--- config.mk ---
export PLATFORM = sky130hd
export DESIGN_NAME = key_matrix_debounce_events
export DESIGN_NICKNAME = d
export VERILOG_FILES = /design/src/hw/rtl/kmd_pkg.sv /design/src/hw/rtl/kmd_row_mem.sv /design/src/hw/rtl/kmd_event_out.sv /design/src/hw/rtl/key_matrix_debounce_events.sv
export SDC_FILE = /design/constraint.sdc
export NUM_CORES = 1
export LEC_CHECK = 0
export ABC_AREA = 1
export BUFFER_PORTS_ARGS = -buffer_cell sky130_fd_sc_hd__buf_2
export CELL_PAD_IN_SITES_DETAIL_PLACEMENT = 2
export CELL_PAD_IN_SITES_GLOBAL_PLACEMENT = 2
export CORE_ASPECT_RATIO = 2
export CORE_MARGIN = 5
export CORE_UTILIZATION = 35
export CTS_BUF_LIST = sky130_fd_sc_hd__clkbuf_2
export CTS_CLUSTER_DIAMETER = 80
export DETAILED_ROUTE_END_ITERATION = 7
export PLACE_DENSITY = 0.7
export SYNTH_ARGS = -nofsm -noshare
export SYNTH_HDL_FRONTEND = slang
export SYNTH_SLANG_ARGS = --single-unit
--- constraint.sdc ---
create_clock -name clock -period 7.2 [get_ports clock]
set_input_delay 2.16 -clock clock [delete_from_list [all_inputs] [get_ports clock]]
set_output_delay 2.16 -clock clock [all_outputs]
set_load 0.1 [all_outputs]
--- src/hw/rtl/kmd_pkg.sv ---
// Shared types and constants for the key matrix debounce block.
package kmd_pkg;

   localparam int COLUMN_COUNT = 8;
   localparam int SAMPLE_W     = 8;
   localparam int ROW_W        = 3;
   localparam int COL_W        = 3;

   localparam logic KIND_PRESS   = 1'b0;
   localparam logic KIND_RELEASE = 1'b1;

   typedef enum logic [1:0] {
      ST_IDLE,
      ST_READ,
      ST_EMIT
   } kmd_state_type;

   // Hand-over of one row update to the event serialiser
   typedef struct packed {
      logic                load;
      logic [ROW_W-1:0]    row;
      logic [SAMPLE_W-1:0] changed;
      logic [SAMPLE_W-1:0] level;
   } kmd_load_type;

endpackage

--- src/hw/rtl/kmd_row_mem.sv ---
// Row state memory: history and debounced level per row, registered read.
module kmd_row_mem
   import kmd_pkg::*;
#(
   parameter int ROW_COUNT = 8,
   parameter int ADDR_W    = 3,
   parameter int DATA_W    = 32
) (
   input  logic              clock,
   input  logic              reset,
   input  logic              rd_en,
   input  logic [ADDR_W-1:0] rd_addr,
   output logic [DATA_W-1:0] rd_data,
   input  logic              wr_en,
   input  logic [ADDR_W-1:0] wr_addr,
   input  logic [DATA_W-1:0] wr_data
);

   logic [DATA_W-1:0]    mem_ff [ROW_COUNT];
   logic [ROW_COUNT-1:0] valid_ff;
   logic [DATA_W-1:0]    rd_data_ff;
   logic                 rd_valid_ff;

   always_ff @(posedge clock) begin
      if (wr_en) begin
         mem_ff[wr_addr] <= wr_data;
      end
      if (rd_en) begin
         rd_data_ff <= mem_ff[rd_addr];
      end
   end

   always_ff @(posedge clock) begin
      if (reset) begin
         valid_ff    <= '0;
         rd_valid_ff <= 1'b0;
      end else begin
         if (wr_en) begin
            valid_ff[wr_addr] <= 1'b1;
         end
         if (rd_en) begin
            rd_valid_ff <= valid_ff[rd_addr];
         end
      end
   end

   // a row never written reads as its reset value
   assign rd_data = rd_valid_ff ? rd_data_ff : '0;

endmodule

--- src/hw/rtl/kmd_event_out.sv ---
// Event serialiser: one changed key per transaction, lowest column first.
module kmd_event_out
   import kmd_pkg::*;
(
   input  logic             clock,
   input  logic             reset,
   input  kmd_load_type     load,
   output logic             busy,
   output logic             rsp_valid,
   input  logic             rsp_stall,
   output logic [ROW_W-1:0] rsp_event_row,
   output logic [COL_W-1:0] rsp_event_column,
   output logic             rsp_event_kind,
   output logic             rsp_last_event
);

   logic [SAMPLE_W-1:0] mask_ff, mask_in;
   logic [SAMPLE_W-1:0] level_ff;
   logic [ROW_W-1:0]    row_ff;
   logic                rsp_valid_ff;
   logic [ROW_W-1:0]    rsp_row_ff;
   logic [COL_W-1:0]    rsp_col_ff;
   logic                rsp_kind_ff;
   logic                rsp_last_ff;

   logic                take;
   logic [COL_W-1:0]    pick_col;
   logic [SAMPLE_W-1:0] pick_bit;

   always_comb begin
      pick_col = '0;
      pick_bit = '0;
      for (int c = COLUMN_COUNT - 1; c >= 0; c--) begin
         if (mask_ff[c]) begin
            pick_col = COL_W'(c);
            pick_bit = SAMPLE_W'(1) << c;
         end
      end
   end

   assign take    = !rsp_valid_ff || !rsp_stall;
   assign mask_in = mask_ff & ~pick_bit;

   always_ff @(posedge clock) begin
      if (reset) begin
         mask_ff      <= '0;
         rsp_valid_ff <= 1'b0;
      end else if (load.load) begin
         mask_ff <= load.changed;
         if (take) begin
            rsp_valid_ff <= 1'b0;
         end
      end else if (take) begin
         mask_ff      <= mask_in;
         rsp_valid_ff <= mask_ff != '0;
      end
   end

   always_ff @(posedge clock) begin
      if (load.load) begin
         level_ff <= load.level;
         row_ff   <= load.row;
      end
      if (take && !load.load && mask_ff != '0) begin
         rsp_row_ff  <= row_ff;
         rsp_col_ff  <= pick_col;
         rsp_kind_ff <= level_ff[pick_col] ? KIND_PRESS : KIND_RELEASE;
         rsp_last_ff <= mask_in == '0;
      end
   end

   assign busy             = mask_ff != '0;
   assign rsp_valid        = rsp_valid_ff;
   assign rsp_event_row    = rsp_row_ff;
   assign rsp_event_column = rsp_col_ff;
   assign rsp_event_kind   = rsp_kind_ff;
   assign rsp_last_event   = rsp_last_ff;

   a_load_when_empty: assert property (@(posedge clock) disable iff (reset)
      load.load |-> mask_ff == '0)
      else $error("row loaded while events still pending");

   a_more_after_non_last: assert property (@(posedge clock) disable iff (reset)
      (rsp_valid_ff && !rsp_last_ff) |-> mask_ff != '0)
      else $error("non-final event with nothing left to send");

endmodule

--- src/hw/rtl/key_matrix_debounce_events.sv ---
// Key matrix debouncer: one scanned row in, press and release events out.
// req_ carries one row scan (row index, 8 raw column levels); rsp_ carries
// one event per key whose debounced level changed, ascending by column, with
// rsp_last_event set on the final one. A scan that changes nothing gives no
// transaction; a row index at or above ROW_COUNT is taken and dropped.
// Both channels use valid/stall; a transaction moves when valid is high and
// stall is low.
// Each row's history and debounced level sit in one memory entry. A scan's
// entry is read when it is taken, arrives in the next cycle and is written back
// with the new history and level in that same cycle, then the events leave one
// a cycle while the receiver does not stall. A scan that changes nothing lets
// the next scan in once its row update is done; one with events, once its last
// event has entered the output register. The first event passes the memory read
// register, then the serialiser's mask and output registers. The output register
// lets the next scan be taken while the final event still waits. When the receiver
// stalls, that event holds and req_stall stays high until no event is left queued.
// Reset empties the event queue and marks every row as cleared, so history
// and levels start at zero with no clearing pass.
module key_matrix_debounce_events
   import kmd_pkg::*;
#(
   parameter int ROW_COUNT     = 8,
   parameter int HISTORY_DEPTH = 3
) (
   input  logic                clock,
   input  logic                reset,
   input  logic                req_valid,
   output logic                req_stall,
   input  logic [ROW_W-1:0]    req_row_index,
   input  logic [SAMPLE_W-1:0] req_column_sample,
   output logic                rsp_valid,
   input  logic                rsp_stall,
   output logic [ROW_W-1:0]    rsp_event_row,
   output logic [COL_W-1:0]    rsp_event_column,
   output logic                rsp_event_kind,
   output logic                rsp_last_event
);

   localparam int ADDR_W = (ROW_COUNT > 1) ? $clog2(ROW_COUNT) : 1;
   localparam int HIST_W = HISTORY_DEPTH * SAMPLE_W;
   localparam int DATA_W = HIST_W + SAMPLE_W;

   kmd_state_type       state_ff, state_in;
   logic [ROW_W-1:0]    row_ff;
   logic [SAMPLE_W-1:0] sample_ff;

   logic                accept;
   logic                row_ok;
   logic                rd_en;
   logic                wr_en;
   logic [DATA_W-1:0]   rd_data;
   logic [DATA_W-1:0]   wr_data;
   logic [HIST_W-1:0]   hist_new;
   logic [SAMPLE_W-1:0] level_old, level_new, ones, zeros, changed;
   logic                evt_busy;
   kmd_load_type        evt_load;

   assign accept = req_valid && !req_stall;
   assign row_ok = int'(req_row_index) < ROW_COUNT;

   always_ff @(posedge clock) begin
      if (accept) begin
         row_ff    <= req_row_index;
         sample_ff <= req_column_sample;
      end
   end

   // newest sample in the low byte, oldest one falls off the top
   always_comb begin
      hist_new  = {rd_data[HIST_W-SAMPLE_W-1:0], sample_ff};
      level_old = rd_data[DATA_W-1:HIST_W];
      ones      = '1;
      zeros     = '1;
      for (int d = 0; d < HISTORY_DEPTH; d++) begin
         ones  = ones & hist_new[d*SAMPLE_W +: SAMPLE_W];
         zeros = zeros & ~hist_new[d*SAMPLE_W +: SAMPLE_W];
      end
      level_new = (level_old | ones) & ~zeros;
      changed   = level_old ^ level_new;
      wr_data   = {level_new, hist_new};
   end

   always_ff @(posedge clock) begin
      if (reset) begin
         state_ff <= ST_IDLE;
      end else begin
         state_ff <= state_in;
      end
   end

   always_comb begin
      state_in = state_ff;
      case (state_ff)
         ST_IDLE: begin
            if (req_valid && row_ok) begin
               state_in = ST_READ;
            end
         end
         ST_READ: begin
            state_in = (changed != '0) ? ST_EMIT : ST_IDLE;
         end
         ST_EMIT: begin
            if (!evt_busy) begin
               state_in = ST_IDLE;
            end
         end
         default: begin
            state_in = ST_IDLE;
         end
      endcase
   end

   always_comb begin
      req_stall = 1'b1;
      rd_en     = 1'b0;
      wr_en     = 1'b0;
      evt_load  = '{load: 1'b0, row: row_ff, changed: changed, level: level_new};
      case (state_ff)
         ST_IDLE: begin
            req_stall = 1'b0;
            rd_en     = req_valid && row_ok;
         end
         ST_READ: begin
            wr_en         = 1'b1;
            evt_load.load = changed != '0;
         end
         ST_EMIT: begin
            req_stall = 1'b1;
         end
         default: begin
            req_stall = 1'b1;
         end
      endcase
   end

   kmd_row_mem #(
      .ROW_COUNT(ROW_COUNT),
      .ADDR_W   (ADDR_W),
      .DATA_W   (DATA_W)
   ) u_row_mem (
      .clock  (clock),
      .reset  (reset),
      .rd_en  (rd_en),
      .rd_addr(ADDR_W'(req_row_index)),
      .rd_data(rd_data),
      .wr_en  (wr_en),
      .wr_addr(ADDR_W'(row_ff)),
      .wr_data(wr_data)
   );

   kmd_event_out u_event_out (
      .clock           (clock),
      .reset           (reset),
      .load            (evt_load),
      .busy            (evt_busy),
      .rsp_valid       (rsp_valid),
      .rsp_stall       (rsp_stall),
      .rsp_event_row   (rsp_event_row),
      .rsp_event_column(rsp_event_column),
      .rsp_event_kind  (rsp_event_kind),
      .rsp_last_event  (rsp_last_event)
   );

   a_read_then_update: assert property (@(posedge clock) disable iff (reset)
      (accept && row_ok) |=> state_ff == ST_READ)
      else $error("accepted scan did not proceed to the row update");

   a_single_writeback: assert property (@(posedge clock) disable iff (reset)
      state_ff == ST_READ |=> !wr_en)
      else $error("row written back twice for one scan");

endmodule

==> impl_metrics.tcl <==
set metrics [dict create \
    routed_wl_mm 29.1 \
    status "finished, final reports clean" \
    dp_cells 1247 \
    grt_first_pass_wirelength_mm 45.5 \
    p_per_area_nw_per_um2 266 \
    cts_max_level 2 \
    cp.arrival_ps 1780 \
    clock_latency_ps 870 \
    nets 953 \
    relSlewSlack_pct 28.0 \
    hold_viol_final 0 \
    drt-initial-drc-count 285 \
    cts_num_sinks 266 \
    cp-start-kind "flop" \
    maxSlewViolCount 0 \
    cts_tree "done" \
    tns_ps 0 \
    detail_route.first_pass.iterations 4 \
    antenna_left 0 \
    grt_overflow_total 0 \
    cts_resized 0 \
    rsz0062_at_grt "no" \
    final.min_clock_period_ps 3940 \
    die_h_um 256 \
    finClkSkew_ps 55.1 \
    pwr-share-clk_pct 30.2 \
    cts_hold_buf 0 \
    p_leak_nw 4.11 \
    synth_async_sr_flop_share_pct 0 \
    grt_start_max_net_pins 83 \
    start_util_pct 35.2 \
    post-dp-hpwl_mm 17.3 \
    finalSetupViolCount 0 \
    clkTransAtPathRegs_ps 110 \
    io_buffers 24 \
    p_seq_share_pct 58.0 \
    place_congestion 0.753 \
    syn_inst 887 \
    max-vdd-ir-drop_v 0.0000886 \
    synth_warnings 0 \
    p_sw_uw 917 \
    instances_no_fill 1350 \
    die_w_um 133 \
    cap_violations 0 \
    core_um2 30100 \
    critPathCaptureType "output port" \
    period_share_pct 54.7 \
    antenna_found_initial 1 \
    p_int_mw 2.18 \
    reg2reg_depth 11 \
    fin_ws_ps 3260 \
    synth_top_flop_cell "edfxtp_1" \
    clock_tree.buffer_depth 3 \
    post_synth.cell_area_avg_um2 11.9 \
    grt_use_total_pct 17.4 \
    cp-startpoint "state_ff[1]" \
    io_pins 25 \
    combPwrFrac_pct 11.8 \
    die_area_um2 34000 \
    seq_area_frac_synth_pct 73.6 \
    hold_class "reg2reg" \
    drive_above_1_share_pct 14.3 \
    crit_required_ps 5040 \
    post-cts-setup-buffers 0 \
    reg2reg_to "u_event_out.rsp_event_kind" \
    vias 7021 \
    rows 90 \
    syn_nets 902 \
    worstMarginPinSlew_ps 1080 \
    ys_ff_latch 266 \
    critical_path_class "reg2out" \
    cts_buffers 57 \
    path_max_fanout 3 \
    max_freq_mhz 254 \
    vias_per_cell 5.20 \
    rrSetupSlack_ps 4090 \
    wl_per_cell_um 21.6 \
    cp-endpoint "req_stall" \
    syn_area_um2 10600 \
    cts_root_buffer "clkbuf_2" \
    switching_share_pct 29.6 \
    synth_edf_count 246 \
    drc_errors 0 \
    r2r_start "u_row_mem.rd_valid_ff" \
    syn_to_final_growth_pct 9.86 \
    total_power_mw 3.09 \
    place_worst_setup_slack_ps 2690 \
    synthDistinctLibCells 30 \
    grt_pass1_vias 8114 \
]
-- placed cells by master (no fill, tap or decap), types with 4 or more instances in the layout --
cell type	n
clkbuf_2	83
a31oi_1	24
nand3b_1	6
o22ai_1	25
nor3_1	4
o21ai_0	106
clkinv_1	19
o21ai_1	6
nand2_1	89
edfxtp_1	246
buf_2	23
nor2_1	202
a21oi_1	13
nand3_1	26
and2_1	8
dfxtp_1	20
nor2_4	8
buf_4	11
inv_1	43
-- cells in the mapped netlist (2+ instances only) --
library cell | instances | area [um2]
a21oi_1 | 13 | 65.1
a31oi_1 | 24 | 150
and2_1 | 8 | 50.1
buf_1 | 2 | 7.51
buf_6 | 3 | 33.8
clkbuf_1 | 36 | 135
clkinv_1 | 2 | 7.51
dfxtp_1 | 20 | 400
edfxtp_1 | 246 | 7390
inv_1 | 45 | 169
nand2_1 | 89 | 334
nand2_2 | 3 | 18.8
nand3_1 | 26 | 130
nand3b_1 | 6 | 45.0
nor2_1 | 210 | 788
nor2_2 | 3 | 18.8
nor3_1 | 4 | 20.0
o21ai_0 | 106 | 531
o21ai_1 | 6 | 30.0
o22ai_1 | 25 | 156
-- critical path, stage by stage (launching register included) --
cell	delay, ps
dfxtp_1	390
nor2_1	70
inv_1	50
buf_2	410
-- per-stage QoR --
stage	utilization [%]	cell area [um2]	hold WS, ps
after floorplan	-	10600	400
after global routing	38.7	11600	454
after CTS	38.7	11600	443
after detailed placement	36.9	11100	422
after global placement	36.9	11100	410
final	38.7	11600	445
-- cell type report --
cell class,count,area (um2)
Inverter,47,176
Sequential cell,266,7790
Tap cell,368,460
Timing Repair Buffer,34,198
Antenna cell,1,2.50
Multi-Input combinational cell,532,2490
Fill cell,3126,18400
Clock buffer,83,415
Clock inverter,19,98.8
-- metal layers --
layer	GRT usage (%)	up-vias	wire length, um
li1	-	3257	-
met1	17.8	3580	10800
met2	34.2	121	16700
met3	2.66	63	768
met4	7.51	0	948
met5	0	-	0
-- power by group through the flow --
stage | sequential (mW) | clock [mW] | combinational (mW)
2_1_floorplan | 1.90 | 0 | 0.184
3_3_place_gp | 1.83 | 0 | 0.362
5_1_grt | 1.80 | 1.05 | 0.400
6_report | 1.79 | 0.936 | 0.365
3_5_place_dp | 1.83 | 0 | 0.373
4_1_cts | 1.80 | 0.987 | 0.374
-- cell families (layout without fill, tap and decap cells) --
| kind of cell | Yosys count | count (layout) | share of synthesized area (%) |
|---|---|---|---|
| AO/OA/AOI/OAI | 177 | 177 | 9.03 |
| flip-flops | 266 | 266 | 73.6 |
| AND/OR/NAND/NOR | 355 | 355 | 13.9 |
| buffers and inverters | 89 | 183 | 3.48 |
| other | 0 | 1 | 0 |
-- how the worst min path moves through the flow --
stage | end | depth (start not counted) | start | slack (ps)
after floorplan | u_event_out.rsp_event_row[0] | 0 | u_event_out.row_ff[0] | 400
after global placement | u_event_out.rsp_event_row[0] | 0 | u_event_out.row_ff[0] | 410
after detailed placement | u_event_out.rsp_event_row[0] | 0 | u_event_out.row_ff[0] | 420
after CTS | u_event_out.rsp_event_row[0] | 0 | u_event_out.row_ff[0] | 440
after global routing | u_event_out.rsp_event_row[0] | 0 | u_event_out.row_ff[0] | 450
final | u_event_out.rsp_event_row[0] | 0 | u_event_out.row_ff[0] | 440
-- registers in the layout (all words and copies together), names as in the netlist --
signal                        count
u_event_out.level_ff              8
u_event_out.rsp_event_column      3
u_row_mem.rd_valid_ff             1
sample_ff                         8
u_event_out.rsp_event_kind        1
state_ff                          2
row_ff                            3
u_row_mem.valid_ff                8
u_event_out.rsp_event_row         3
u_event_out.mask_ff               8
u_row_mem.mem_ff                192
u_event_out.rsp_valid             1
u_event_out.rsp_last_event        1
u_event_out.row_ff                3
u_row_mem.rd_data_ff             24
No activity file was read; power rests on OpenSTA's default activity.
